--- src/sv/cicpc_pkg.sv ---
`timescale 1ns / 1ps

package cicpc_pkg;

	localparam int unsigned COORD_BITS_DEF = 16;
	localparam int unsigned PEG_BITS       = 16;
	localparam int unsigned RADIUS_BITS    = 15;
	localparam int unsigned R2_BITS        = 2 * RADIUS_BITS;
	localparam int unsigned VERDICT_BITS   = 2;
	localparam int unsigned CFG_IDX_BITS   = 2;
	localparam int unsigned CFG_DATA_BITS  = 16;
	localparam int unsigned UOP_BITS       = 5;
	localparam int unsigned MIN_VERTICES   = 3;

	// register indexes
	localparam logic [CFG_IDX_BITS-1:0] CFG_PEG_X      = 2'd0;
	localparam logic [CFG_IDX_BITS-1:0] CFG_PEG_Y      = 2'd1;
	localparam logic [CFG_IDX_BITS-1:0] CFG_PEG_RADIUS = 2'd2;

	// verdict codes
	localparam logic [VERDICT_BITS-1:0] VERDICT_FIT     = 2'd0;
	localparam logic [VERDICT_BITS-1:0] VERDICT_NOT_FIT = 2'd1;
	localparam logic [VERDICT_BITS-1:0] VERDICT_ILL     = 2'd2;

	// turn orientation codes
	localparam logic [1:0] TURN_NONE  = 2'd0;
	localparam logic [1:0] TURN_LEFT  = 2'd1;
	localparam logic [1:0] TURN_RIGHT = 2'd2;

	// start of the edge and turn programs
	localparam logic [UOP_BITS-1:0] EDGE_START = 5'd0;
	localparam logic [UOP_BITS-1:0] TURN_START = 5'd25;

	typedef enum logic [4:0] {
		ST_IDLE  = 5'b00001,
		ST_RUN   = 5'b00010,
		ST_DRAIN = 5'b00100,
		ST_APPLY = 5'b01000,
		ST_OUT   = 5'b10000
	} state_t;

	typedef enum logic [2:0] {
		JOB_EDGE,
		JOB_TURN,
		JOB_EDGE_CLOSE,
		JOB_TURN_CLOSE_A,
		JOB_TURN_CLOSE_B
	} job_t;

	typedef enum logic [3:0] {
		OPD_AX, OPD_AY, OPD_BX, OPD_BY,
		OPD_EX, OPD_EY, OPD_VX, OPD_VY,
		OPD_R, OPD_R2, OPD_ONE,
		OPD_CHI, OPD_CLO, OPD_EHI, OPD_ELO
	} opd_t;

	typedef enum logic [1:0] {
		ACC_LOAD,
		ACC_ADD,
		ACC_SUB
	} acc_mode_t;

	typedef enum logic [1:0] {
		SH_NONE,
		SH_ONE,
		SH_TWO
	} acc_shift_t;

	typedef enum logic [3:0] {
		CAP_NONE, CAP_R2, CAP_CAB, CAP_DAB, CAP_K, CAP_DA,
		CAP_DB, CAP_AN, CAP_BN, CAP_E, CAP_CN, CAP_TURN
	} cap_t;

	typedef struct packed {
		acc_mode_t  mode;
		acc_shift_t shift;
		cap_t       cap;
	} acc_ctl_t;

	typedef struct packed {
		opd_t     opa;
		opd_t     opb;
		acc_ctl_t ctl;
		logic     last;
	} uop_t;

	function automatic uop_t mk_uop(input opd_t a, input opd_t b, input acc_mode_t m,
			input acc_shift_t s, input cap_t c, input logic l);
		uop_t u;
		u.opa       = a;
		u.opb       = b;
		u.ctl.mode  = m;
		u.ctl.shift = s;
		u.ctl.cap   = c;
		u.last      = l;
		return u;
	endfunction

	// micro-program: edge test at 0..24, turn test at 25..26
	function automatic uop_t uop_rom(input logic [UOP_BITS-1:0] idx);
		uop_t u;
		u = mk_uop(OPD_ONE, OPD_ONE, ACC_LOAD, SH_NONE, CAP_NONE, 1'b1);
		case (idx)
			5'd0:  u = mk_uop(OPD_R,   OPD_R,   ACC_LOAD, SH_NONE, CAP_R2,   1'b0);
			5'd1:  u = mk_uop(OPD_AX,  OPD_BY,  ACC_LOAD, SH_NONE, CAP_NONE, 1'b0);
			5'd2:  u = mk_uop(OPD_AY,  OPD_BX,  ACC_SUB,  SH_NONE, CAP_CAB,  1'b0);
			5'd3:  u = mk_uop(OPD_AX,  OPD_BX,  ACC_LOAD, SH_NONE, CAP_NONE, 1'b0);
			5'd4:  u = mk_uop(OPD_AY,  OPD_BY,  ACC_ADD,  SH_NONE, CAP_DAB,  1'b0);
			5'd5:  u = mk_uop(OPD_EY,  OPD_AX,  ACC_LOAD, SH_NONE, CAP_NONE, 1'b0);
			5'd6:  u = mk_uop(OPD_EX,  OPD_AY,  ACC_SUB,  SH_NONE, CAP_K,    1'b0);
			5'd7:  u = mk_uop(OPD_EX,  OPD_AX,  ACC_LOAD, SH_NONE, CAP_NONE, 1'b0);
			5'd8:  u = mk_uop(OPD_EY,  OPD_AY,  ACC_ADD,  SH_NONE, CAP_DA,   1'b0);
			5'd9:  u = mk_uop(OPD_EX,  OPD_BX,  ACC_LOAD, SH_NONE, CAP_NONE, 1'b0);
			5'd10: u = mk_uop(OPD_EY,  OPD_BY,  ACC_ADD,  SH_NONE, CAP_DB,   1'b0);
			5'd11: u = mk_uop(OPD_AX,  OPD_AX,  ACC_LOAD, SH_NONE, CAP_NONE, 1'b0);
			5'd12: u = mk_uop(OPD_AY,  OPD_AY,  ACC_ADD,  SH_NONE, CAP_NONE, 1'b0);
			5'd13: u = mk_uop(OPD_R2,  OPD_ONE, ACC_SUB,  SH_NONE, CAP_AN,   1'b0);
			5'd14: u = mk_uop(OPD_BX,  OPD_BX,  ACC_LOAD, SH_NONE, CAP_NONE, 1'b0);
			5'd15: u = mk_uop(OPD_BY,  OPD_BY,  ACC_ADD,  SH_NONE, CAP_NONE, 1'b0);
			5'd16: u = mk_uop(OPD_R2,  OPD_ONE, ACC_SUB,  SH_NONE, CAP_BN,   1'b0);
			5'd17: u = mk_uop(OPD_EX,  OPD_EX,  ACC_LOAD, SH_NONE, CAP_NONE, 1'b0);
			5'd18: u = mk_uop(OPD_EY,  OPD_EY,  ACC_ADD,  SH_NONE, CAP_E,    1'b0);
			5'd19: u = mk_uop(OPD_CHI, OPD_CHI, ACC_LOAD, SH_TWO,  CAP_NONE, 1'b0);
			5'd20: u = mk_uop(OPD_CHI, OPD_CLO, ACC_ADD,  SH_ONE,  CAP_NONE, 1'b0);
			5'd21: u = mk_uop(OPD_CHI, OPD_CLO, ACC_ADD,  SH_ONE,  CAP_NONE, 1'b0);
			5'd22: u = mk_uop(OPD_CLO, OPD_CLO, ACC_ADD,  SH_NONE, CAP_NONE, 1'b0);
			5'd23: u = mk_uop(OPD_R2,  OPD_EHI, ACC_SUB,  SH_ONE,  CAP_NONE, 1'b0);
			5'd24: u = mk_uop(OPD_R2,  OPD_ELO, ACC_SUB,  SH_NONE, CAP_CN,   1'b1);
			5'd25: u = mk_uop(OPD_EX,  OPD_VY,  ACC_LOAD, SH_NONE, CAP_NONE, 1'b0);
			5'd26: u = mk_uop(OPD_EY,  OPD_VX,  ACC_SUB,  SH_NONE, CAP_TURN, 1'b1);
			default: u = mk_uop(OPD_ONE, OPD_ONE, ACC_LOAD, SH_NONE, CAP_NONE, 1'b1);
		endcase
		return u;
	endfunction

endpackage

--- src/sv/circle_in_convex_polygon_check.sv ---
`timescale 1ns / 1ps
// channel  signals                                  direction  moves
// in       in_valid in_stall vertex_x vertex_y      into block one vertex item
//          last_vertex
// out      out_valid out_stall verdict              out of     one verdict item
// cfg      cfg_valid cfg_ready cfg_index cfg_data   into block one register write
//
// the first vertex of a polygon is only taken in; the second runs the edge job: the
// accepting cycle, 25 passes through the shared multiplier for the edge, a drain
// and an apply. later vertices also run the turn: 2 passes, a drain and an apply.
// the closing vertex adds the closing edge and two wrap turns, then the verdict is
// loaded in the output state.
// arst_n clears the peg registers, the polygon state and the output valid.
// in_stall is high whenever the sequencer is busy; a verdict waiting on out_stall
// holds the block only when the next verdict is ready to go out.

module circle_in_convex_polygon_check #(
	parameter int unsigned COORD_BITS = cicpc_pkg::COORD_BITS_DEF
) (
	input  logic                                   clk,
	input  logic                                   arst_n,
	input  logic                                   in_valid,
	output logic                                   in_stall,
	input  logic signed [COORD_BITS-1:0]           vertex_x,
	input  logic signed [COORD_BITS-1:0]           vertex_y,
	input  logic                                   last_vertex,
	output logic                                   out_valid,
	input  logic                                   out_stall,
	output logic [cicpc_pkg::VERDICT_BITS-1:0]     verdict,
	input  logic                                   cfg_valid,
	output logic                                   cfg_ready,
	input  logic [cicpc_pkg::CFG_IDX_BITS-1:0]     cfg_index,
	input  logic [cicpc_pkg::CFG_DATA_BITS-1:0]    cfg_data
);

	// difference width: vertex minus peg centre, vertex minus vertex
	localparam int unsigned DW = ((COORD_BITS > cicpc_pkg::PEG_BITS) ?
		COORD_BITS : cicpc_pkg::PEG_BITS) + 1;
	// multiplier operand width, also holds r squared as a positive number
	localparam int unsigned MW = ((DW + 1) > (cicpc_pkg::R2_BITS + 1)) ?
		(DW + 1) : (cicpc_pkg::R2_BITS + 1);
	localparam int unsigned PW = 2 * MW;
	localparam int unsigned CW = 2 * DW;
	localparam int unsigned AW = 4 * DW + 2;

	typedef struct packed {
		logic signed [COORD_BITS-1:0] x;
		logic signed [COORD_BITS-1:0] y;
	} pt_t;

	cicpc_pkg::state_t state_q;
	cicpc_pkg::job_t   job_q;
	logic [cicpc_pkg::UOP_BITS-1:0] op_q;

	// polygon state
	pt_t first_q, second_q, vbp_q, prior_q, cur_q;
	logic        last_q;
	logic [1:0]  cnt_q;
	logic [1:0]  turn_q;
	logic [15:0] wind_q;
	logic        ill_q;
	logic        misfit_q;

	// peg registers
	logic signed [cicpc_pkg::PEG_BITS-1:0]  peg_x_q, peg_y_q;
	logic [cicpc_pkg::RADIUS_BITS-1:0]      peg_radius_q;

	// job operands
	logic signed [DW-1:0] ax_q, ay_q, bx_q, by_q, ex_q, ey_q, vx_q, vy_q;

	// shared multiply-accumulate unit
	logic signed [MW-1:0] opa, opb;
	logic signed [PW-1:0] prod_s1;
	cicpc_pkg::acc_ctl_t  ctl_s1;
	logic                 vld_s1;
	logic signed [AW-1:0] acc_q, acc_nxt, acc_base, acc_term, acc_abs;
	logic                 acc_neg, acc_zero;

	// captured intermediate results
	logic [cicpc_pkg::R2_BITS-1:0] r2_q;
	logic [CW-1:0] cmag_q, e_q;
	logic cab_zero_q, dab_neg_q, k_pos_q, k_neg_q, da_neg_q, db_pos_q;
	logic an_q, bn_q, cn_q;

	cicpc_pkg::uop_t uop;

	// sequencer decisions
	logic             in_acc;
	logic             start_job;
	cicpc_pkg::job_t  start_kind;
	logic             do_shift;
	logic [1:0]       cnt_nxt;
	logic             give_verdict;
	logic [cicpc_pkg::VERDICT_BITS-1:0] verdict_nxt, pend_q;
	pt_t sel_a, sel_b, sel_c;
	logic             out_load;

	// edge results
	logic near, zero_len, ay_le0, by_le0, on_edge;
	logic [1:0] turn_code;

	// output register
	logic vld_out_q;
	logic [cicpc_pkg::VERDICT_BITS-1:0] verdict_q;

	assign cfg_ready = 1'b1;
	assign in_stall  = (state_q != cicpc_pkg::ST_IDLE);
	assign in_acc    = in_valid && !in_stall;
	assign out_valid = vld_out_q;
	assign verdict   = verdict_q;

	assign uop = cicpc_pkg::uop_rom(op_q);

	// saturating vertex count after this vertex
	assign cnt_nxt = (cnt_q == 2'd3) ? 2'd3 : (cnt_q + 2'd1);

	// sequencer next-step decisions
	always_comb begin
		start_job    = 1'b0;
		start_kind   = cicpc_pkg::JOB_EDGE;
		do_shift     = 1'b0;
		give_verdict = 1'b0;
		verdict_nxt  = cicpc_pkg::VERDICT_ILL;
		case (state_q)
			cicpc_pkg::ST_IDLE: begin
				if (in_acc && cnt_q != 2'd0) begin
					start_job  = 1'b1;
					start_kind = cicpc_pkg::JOB_EDGE;
				end else if (in_acc && last_vertex) begin
					// mark on the very first vertex
					give_verdict = 1'b1;
				end
			end
			cicpc_pkg::ST_APPLY: begin
				case (job_q)
					cicpc_pkg::JOB_EDGE: begin
						if (cnt_q >= 2'd2) begin
							start_job  = 1'b1;
							start_kind = cicpc_pkg::JOB_TURN;
						end else begin
							do_shift = 1'b1;
						end
					end
					cicpc_pkg::JOB_TURN: do_shift = 1'b1;
					cicpc_pkg::JOB_EDGE_CLOSE: begin
						start_job  = 1'b1;
						start_kind = cicpc_pkg::JOB_TURN_CLOSE_A;
					end
					cicpc_pkg::JOB_TURN_CLOSE_A: begin
						start_job  = 1'b1;
						start_kind = cicpc_pkg::JOB_TURN_CLOSE_B;
					end
					cicpc_pkg::JOB_TURN_CLOSE_B: begin
						give_verdict = 1'b1;
						if (ill_q)
							verdict_nxt = cicpc_pkg::VERDICT_ILL;
						else if (misfit_q || wind_q == 16'd0)
							verdict_nxt = cicpc_pkg::VERDICT_NOT_FIT;
						else
							verdict_nxt = cicpc_pkg::VERDICT_FIT;
					end
					default: do_shift = 1'b0;
				endcase
				if (do_shift && last_q) begin
					if (cnt_nxt < 2'(cicpc_pkg::MIN_VERTICES)) begin
						give_verdict = 1'b1;
					end else begin
						start_job  = 1'b1;
						start_kind = cicpc_pkg::JOB_EDGE_CLOSE;
					end
				end
			end
			default: start_job = 1'b0;
		endcase
	end

	// point selection for the job about to start
	always_comb begin
		sel_a = prior_q;
		sel_b = cur_q;
		sel_c = cur_q;
		case (start_kind)
			cicpc_pkg::JOB_EDGE: begin
				sel_a = prior_q;
				sel_b = (state_q == cicpc_pkg::ST_IDLE) ? pt_t'{vertex_x, vertex_y} : cur_q;
			end
			cicpc_pkg::JOB_TURN: begin
				sel_a = vbp_q;
				sel_b = prior_q;
				sel_c = cur_q;
			end
			cicpc_pkg::JOB_EDGE_CLOSE: begin
				// prior takes cur in this same cycle
				sel_a = cur_q;
				sel_b = first_q;
			end
			cicpc_pkg::JOB_TURN_CLOSE_A: begin
				sel_a = vbp_q;
				sel_b = prior_q;
				sel_c = first_q;
			end
			cicpc_pkg::JOB_TURN_CLOSE_B: begin
				sel_a = prior_q;
				sel_b = first_q;
				sel_c = second_q;
			end
			default: sel_a = prior_q;
		endcase
	end

	// operand select
	function automatic logic signed [MW-1:0] pick(input cicpc_pkg::opd_t s,
			input logic signed [DW-1:0] ax, input logic signed [DW-1:0] ay,
			input logic signed [DW-1:0] bx, input logic signed [DW-1:0] by,
			input logic signed [DW-1:0] ex, input logic signed [DW-1:0] ey,
			input logic signed [DW-1:0] vx, input logic signed [DW-1:0] vy,
			input logic [cicpc_pkg::RADIUS_BITS-1:0] r,
			input logic [cicpc_pkg::R2_BITS-1:0] r2,
			input logic [CW-1:0] cm, input logic [CW-1:0] em);
		logic signed [MW-1:0] v;
		v = '0;
		case (s)
			cicpc_pkg::OPD_AX:  v = MW'(ax);
			cicpc_pkg::OPD_AY:  v = MW'(ay);
			cicpc_pkg::OPD_BX:  v = MW'(bx);
			cicpc_pkg::OPD_BY:  v = MW'(by);
			cicpc_pkg::OPD_EX:  v = MW'(ex);
			cicpc_pkg::OPD_EY:  v = MW'(ey);
			cicpc_pkg::OPD_VX:  v = MW'(vx);
			cicpc_pkg::OPD_VY:  v = MW'(vy);
			cicpc_pkg::OPD_R:   v = MW'(r);
			cicpc_pkg::OPD_R2:  v = MW'(r2);
			cicpc_pkg::OPD_ONE: v = MW'(1);
			cicpc_pkg::OPD_CHI: v = MW'(cm[CW-1:DW]);
			cicpc_pkg::OPD_CLO: v = MW'(cm[DW-1:0]);
			cicpc_pkg::OPD_EHI: v = MW'(em[CW-1:DW]);
			cicpc_pkg::OPD_ELO: v = MW'(em[DW-1:0]);
			default: v = '0;
		endcase
		return v;
	endfunction

	assign opa = pick(uop.opa, ax_q, ay_q, bx_q, by_q, ex_q, ey_q, vx_q, vy_q,
		peg_radius_q, r2_q, cmag_q, e_q);
	assign opb = pick(uop.opb, ax_q, ay_q, bx_q, by_q, ex_q, ey_q, vx_q, vy_q,
		peg_radius_q, r2_q, cmag_q, e_q);

	// accumulate stage: load, add or subtract a shifted product
	always_comb begin
		acc_base = (ctl_s1.mode == cicpc_pkg::ACC_LOAD) ? '0 : acc_q;
		case (ctl_s1.shift)
			cicpc_pkg::SH_ONE: acc_term = AW'(prod_s1) <<< DW;
			cicpc_pkg::SH_TWO: acc_term = AW'(prod_s1) <<< (2 * DW);
			default:           acc_term = AW'(prod_s1);
		endcase
		if (ctl_s1.mode == cicpc_pkg::ACC_SUB)
			acc_nxt = acc_base - acc_term;
		else
			acc_nxt = acc_base + acc_term;
		acc_neg  = acc_nxt[AW-1];
		acc_zero = (acc_nxt == '0);
		acc_abs  = acc_neg ? -acc_nxt : acc_nxt;
	end

	// turn code from the cross product just finished
	assign turn_code = acc_zero ? cicpc_pkg::TURN_NONE :
		(acc_neg ? cicpc_pkg::TURN_RIGHT : cicpc_pkg::TURN_LEFT);

	// edge verdict pieces: nearest feature decides the distance test
	assign zero_len = (ex_q == '0) && (ey_q == '0);
	assign near     = (zero_len || da_neg_q) ? an_q : (db_pos_q ? bn_q : cn_q);
	assign on_edge  = cab_zero_q && dab_neg_q;
	assign ay_le0   = ay_q[DW-1] || (ay_q == '0);
	assign by_le0   = by_q[DW-1] || (by_q == '0);

	// result slot is free when nothing waits or the waiting item leaves now
	assign out_load = (state_q == cicpc_pkg::ST_OUT) && (!vld_out_q || !out_stall);

	// configuration registers
	always_ff @(posedge clk or negedge arst_n) begin
		if (!arst_n) begin
			peg_x_q      <= '0;
			peg_y_q      <= '0;
			peg_radius_q <= '0;
		end else if (cfg_valid && cfg_ready) begin
			case (cfg_index)
				cicpc_pkg::CFG_PEG_X:      peg_x_q      <= cfg_data;
				cicpc_pkg::CFG_PEG_Y:      peg_y_q      <= cfg_data;
				cicpc_pkg::CFG_PEG_RADIUS: peg_radius_q <= cfg_data[cicpc_pkg::RADIUS_BITS-1:0];
				default: peg_x_q <= peg_x_q;
			endcase
		end
	end

	// multiplier register and accumulator, payload only
	always_ff @(posedge clk) begin
		prod_s1 <= opa * opb;
		ctl_s1  <= uop.ctl;
		if (vld_s1) begin
			acc_q <= acc_nxt;
			case (ctl_s1.cap)
				cicpc_pkg::CAP_R2:  r2_q       <= acc_nxt[cicpc_pkg::R2_BITS-1:0];
				cicpc_pkg::CAP_CAB: cab_zero_q <= acc_zero;
				cicpc_pkg::CAP_DAB: dab_neg_q  <= acc_neg;
				cicpc_pkg::CAP_K: begin
					k_pos_q <= !acc_neg && !acc_zero;
					k_neg_q <= acc_neg;
					cmag_q  <= acc_abs[CW-1:0];
				end
				cicpc_pkg::CAP_DA:  da_neg_q <= !acc_neg && !acc_zero;
				cicpc_pkg::CAP_DB:  db_pos_q <= acc_neg;
				cicpc_pkg::CAP_AN:  an_q     <= acc_neg;
				cicpc_pkg::CAP_BN:  bn_q     <= acc_neg;
				cicpc_pkg::CAP_E:   e_q      <= acc_nxt[CW-1:0];
				cicpc_pkg::CAP_CN:  cn_q     <= acc_neg;
				default: cn_q <= cn_q;
			endcase
		end
		if (start_job) begin
			ax_q <= DW'(sel_a.x) - DW'(peg_x_q);
			ay_q <= DW'(sel_a.y) - DW'(peg_y_q);
			bx_q <= DW'(sel_b.x) - DW'(peg_x_q);
			by_q <= DW'(sel_b.y) - DW'(peg_y_q);
			ex_q <= DW'(sel_b.x) - DW'(sel_a.x);
			ey_q <= DW'(sel_b.y) - DW'(sel_a.y);
			vx_q <= DW'(sel_c.x) - DW'(sel_b.x);
			vy_q <= DW'(sel_c.y) - DW'(sel_b.y);
		end
		// vertex history
		if (in_acc) begin
			cur_q  <= pt_t'{vertex_x, vertex_y};
			last_q <= last_vertex;
			if (cnt_q == 2'd0) begin
				first_q <= pt_t'{vertex_x, vertex_y};
				vbp_q   <= prior_q;
				prior_q <= pt_t'{vertex_x, vertex_y};
			end
			if (cnt_q == 2'd1)
				second_q <= pt_t'{vertex_x, vertex_y};
		end
		if (do_shift) begin
			vbp_q   <= prior_q;
			prior_q <= cur_q;
		end
		if (give_verdict)
			pend_q <= verdict_nxt;
		if (out_load)
			verdict_q <= pend_q;
	end

	// sequencer and polygon control state
	always_ff @(posedge clk or negedge arst_n) begin
		if (!arst_n) begin
			state_q   <= cicpc_pkg::ST_IDLE;
			job_q     <= cicpc_pkg::JOB_EDGE;
			op_q      <= cicpc_pkg::EDGE_START;
			vld_s1    <= 1'b0;
			cnt_q     <= '0;
			turn_q    <= cicpc_pkg::TURN_NONE;
			wind_q    <= '0;
			ill_q     <= 1'b0;
			misfit_q  <= 1'b0;
			vld_out_q <= 1'b0;
		end else begin
			vld_s1 <= (state_q == cicpc_pkg::ST_RUN);

			// turn test result lands here
			if (vld_s1 && ctl_s1.cap == cicpc_pkg::CAP_TURN &&
					turn_code != cicpc_pkg::TURN_NONE) begin
				if (turn_q == cicpc_pkg::TURN_NONE)
					turn_q <= turn_code;
				else if (turn_q != turn_code)
					ill_q <= 1'b1;
			end

			// edge results: on-edge, distance and winding crossing
			if (state_q == cicpc_pkg::ST_APPLY &&
					(job_q == cicpc_pkg::JOB_EDGE || job_q == cicpc_pkg::JOB_EDGE_CLOSE)) begin
				if (on_edge || near)
					misfit_q <= 1'b1;
				if (k_pos_q && ay_le0 && !by_le0)
					wind_q <= wind_q + 16'd1;
				else if (k_neg_q && by_le0 && !ay_le0)
					wind_q <= wind_q - 16'd1;
			end

			if (in_acc && cnt_q == 2'd0)
				cnt_q <= 2'd1;
			if (do_shift)
				cnt_q <= cnt_nxt;

			// output slot: filled by a new verdict, emptied when taken
			if (out_load)
				vld_out_q <= 1'b1;
			else if (!out_stall)
				vld_out_q <= 1'b0;

			case (state_q)
				cicpc_pkg::ST_IDLE: begin
					if (start_job)
						state_q <= cicpc_pkg::ST_RUN;
					else if (give_verdict)
						state_q <= cicpc_pkg::ST_OUT;
				end
				cicpc_pkg::ST_RUN: begin
					op_q <= op_q + 1'b1;
					if (uop.last)
						state_q <= cicpc_pkg::ST_DRAIN;
				end
				cicpc_pkg::ST_DRAIN: state_q <= cicpc_pkg::ST_APPLY;
				cicpc_pkg::ST_APPLY: begin
					if (start_job)
						state_q <= cicpc_pkg::ST_RUN;
					else if (give_verdict)
						state_q <= cicpc_pkg::ST_OUT;
					else
						state_q <= cicpc_pkg::ST_IDLE;
				end
				cicpc_pkg::ST_OUT: begin
					if (out_load) begin
						// polygon done, start clean
						cnt_q    <= '0;
						turn_q   <= cicpc_pkg::TURN_NONE;
						wind_q   <= '0;
						ill_q    <= 1'b0;
						misfit_q <= 1'b0;
						state_q  <= cicpc_pkg::ST_IDLE;
					end
				end
				default: state_q <= cicpc_pkg::ST_IDLE;
			endcase

			if (start_job) begin
				job_q <= start_kind;
				if (start_kind == cicpc_pkg::JOB_EDGE || start_kind == cicpc_pkg::JOB_EDGE_CLOSE)
					op_q <= cicpc_pkg::EDGE_START;
				else
					op_q <= cicpc_pkg::TURN_START;
			end
		end
	end

endmodule

--- config.mk ---
export PLATFORM = sky130hd
export DESIGN_NAME = circle_in_convex_polygon_check
export DESIGN_NICKNAME = d
export VERILOG_FILES = /design/src/sv/cicpc_pkg.sv /design/src/sv/circle_in_convex_polygon_check.sv
export SDC_FILE = /design/constraint.sdc
export NUM_CORES = 2
export LEC_CHECK = 0
export ABC_AREA = 0
export BUFFER_PORTS_ARGS = -buffer_cell sky130_fd_sc_hd__buf_2
export CAP_MARGIN = 10
export CORE_ASPECT_RATIO = 1.4
export CORE_MARGIN = 5
export CORE_UTILIZATION = 55
export CTS_BUF_LIST = sky130_fd_sc_hd__clkbuf_8
export DETAILED_ROUTE_END_ITERATION = 8
export GPL_TIMING_DRIVEN = 0
export PLACE_DENSITY_LB_ADDON = 0.05
export SLEW_MARGIN = 0
export SYNTH_ARGS = -nofsm -noshare
export SYNTH_HDL_FRONTEND = slang
export SYNTH_SLANG_ARGS = --single-unit
--- constraint.sdc ---
create_clock -name clk -period 14.5 [get_ports clk]
set_clock_uncertainty 0.05 [all_clocks]
set_input_delay 0.725 -clock clk [delete_from_list [all_inputs] [get_ports clk]]
set_output_delay 0.725 -clock clk [all_outputs]
set_load 0.02 [all_outputs]
==> flow_summary.toml <==
[outcome]
status = "finished, violations left"
violations = "DRC, setup timing"

[logic_synthesis]
synth.area.top_cells = "fa_1 (28%), edfxtp_1 (20%), inv_1 (6.9%)"
synth_seq_cells = 632
yosys.area.top_type = "fa_1"
seq_area_frac_synth_pct = 24.3
avgSynthCellArea_um2 = 9.17
yosys_warnings = 0
synth-main-ff-cell = "edfxtp_1"
synth.distinct_cells = 113
synthArstFlopShare_pct = 13.3
syn_area_um2 = 73500
synthesis.nets = 9495
synth_top_area_share_pct = 28.0
synth_edf_count = 478
synthCells = 8018

[global_route]
grt_pass1_vias = 64100
grt-ovfl-total = 0
grt_max_degree = 105
antenna_found_initial = 17
grt_pass1_wl_um = 440000
grt.total_usage_pct = 43.0

[detailed_routing]
wl_um = 306000
firstDrtPassIters = 9
initialDrtViolationCount = 7089
routed_via_density = 6.25
route.detailed.drc = 13
final_antenna_net_count = 0
wire_per_inst_um = 30.4
route.vias.total = 63000

[critical_path]
cp_max_fo = 10
max_stage_delay_ns = 0.90
critPathLaunchType = "flip-flop"
crit_top_cell = "fa_1"
crit_buf_inv = 9
setup.worst_path.class = "flip-flop to flip-flop"
critPathTopFamily = "adder cells"
cp.arrival_ns = 15.18
crit_slowest_cell = "nor2_1"
crit_required_ns = 15.12
endpoint_kind = "flip-flop"

[sta]
finalMaxSlewViolations = 0
tightestPinTransition_ns = 1.44
slew_headroom_pct = 4.25
period_share_pct = 100
layout_setup_ws_ns = -0.0626
rsz0062_at_grt = "yes"
hold-worst-slack_ns = 0.0676
clock.fmax_mhz = 68.7
finalSetupTns_ns = -0.0626
setup_violations = 1
hold_viol = 0
finalCriticalPeriod_ns = 14.56

[die]
die_x_um = 319
start_util_pct = 55.4
num_rows = 158
io_pins = 61
die_height_um = 443
die_area_um2 = 141000
coreArea_um2 = 133000

[clock_tree]
cts_sinks = 632
root_buffer = "clkbuf_8"
clk_pin_slew_ns = 0.07
clock_path_buffers = 3
numCtsBuffers = 93
htreeDepth = 3
cts_tree = "done"
insertion_delay_ns = 0.83

[final_layout]
seq_area_um2 = 17900
final_area_um2 = 79000
syn_to_final_growth_pct = 7.37
drive_gt1_share_pct = 5.28
layout_common_cells = "inv_1 (1380), nand2_1 (1088), fa_1 (1027), nor2_1 (774), edfxtp_1 (478)"
final_net_count = 9688
fillers = 11800
multi_input_comb_area_um2 = 49400
final_common_cell = "inv_1"

[job]
cap_violations = 0

[placement]
dpl.hpwl_um = 249000
place_congestion = 1.10
postPlaceCellArea_um2 = 76700
place.port_buffers = 59

[min_path]
hold_class = "input port to flip-flop"
[worst register-to-register path, delay by kind of cell, from the launching register on]
kind                     cells  cell delay (ns)
buffers and inverters        9             2.28
AO/OA/AOI/OAI               13             4.03
flip-flops                   1             0.54
AND/OR/NAND/NOR              7             2.60
adder cells (fa/ha/maj)     10             4.94
[synthesized netlist by cell type (all sizes together) (16+ instances only)]
cell    count
dfrtp      83
nand3      80
o31ai      18
xor2       97
nand4      54
o22ai      35
inv      1352
dfxtp      70
nor2      787
a21boi     36
a21oi     313
or2        29
o21a       49
a22o       58
a211oi     25
a22oi     114
clkbuf    288
and4       24
a211o      22
o211ai     22
nand2    1088
o21ai     279
a221o      95
nor4       34
or3        27
a221oi     72
xnor2     192
nor3      106
ha        394
nand2b     40
a21o       61
edfxtp    478
and3       53
o21bai     16
fa       1027
nor2b     113
a31oi      34
and2       83
mux2       34
buf        61
[what timing repair did]
item | in CTS | in global routing
gates resized for setup | 10 | 27
buffers inserted | 0 | 0
hold endpoints to repair | 26 | 0
endpoints found under the setup margin | 12 | 13
pin swaps | 0 | 0
hold buffers | 1 | 0
[kinds of logic after synthesis]
| kind of cell | after synthesis | share of synthesized area [%] |
|---|---|---|
| simple gates | 2575 | 15.5 |
| fa+ha+maj | 1421 | 34.7 |
| other cells | 1 | 0.00510 |
| compound gates | 1355 | 12.7 |
| buf+inv | 1702 | 8.81 |
| xor+xnor | 289 | 3.44 |
| mux | 43 | 0.643 |
| flops | 632 | 24.3 |
[per-stage QoR]
stage          setup WS (ns)  cells  util (%)
4_1_cts               0.0136  10000      59.3
3_5_place_dp          -0.717   9874      57.8
6_report             -0.0626  10100      59.5
2_1_floorplan           3.83   8018         -
5_1_grt             -0.00802  10100      59.5
3_3_place_gp          -0.895   9837      57.3
[final timing paths]
check,start,end,slack [ns],cells after the start
min in group asynchronous,arst_n,peg_x_q[2]$_DFFE_PN0P_,0.36,2
worst max-delay path,op_q[1]$_DFFE_PN0P_,prod_s1[58]$_DFF_P_,-0.06,39
worst max register to register,op_q[1]$_DFFE_PN0P_,prod_s1[58]$_DFF_P_,-0.06,39
worst min-delay path,last_vertex,last_q$_DFFE_PP_,0.07,1
max in group asynchronous,arst_n,state_q[0]$_DFFE_PN1P_,13.26,3
worst min register to register,prior_q[3]$_DFFE_PP_,vbp_q[3]$_DFFE_PP_,0.42,0
[registers in the layout (all words and copies together), names as in the netlist, 17 cells and up]
signal,count
vx_q,17
vy_q,17
ey_q,17
second_q,32
cur_q,32
r2_q,30
prior_q,32
acc_q,70
e_q,34
cmag_q,34
prod_s1,62
ax_q,17
ay_q,17
bx_q,17
vbp_q,32
by_q,17
first_q,32
ex_q,17
[layer usage]
metal	global-route usage [%]	wire length (um)	share of wire, %	vias up
li1	-	-	-	26700
met1	47.5	99400	32	31000
met2	67.7	138000	45	3886
met3	11.0	29300	9.6	1373
met4	40.2	39100	13	10
met5	0	78	0.025	-
[layout make-up]
type / instances / share of cell area (%)
clock inverter: 73 / 0.792
inverter: 1353 / 6.44
sequential: 632 / 22.6
clock buffer: 102 / 1.78
timing repair buffer: 104 / 1.17
multi-input combinational: 5684 / 62.6
antenna: 22 / 0.0697
tap: 1760 / 2.79
buffer: 343 / 1.78
Power is not shown: default switching activity piles up to over one toggle a cycle in this logic, so the estimate is an artifact.
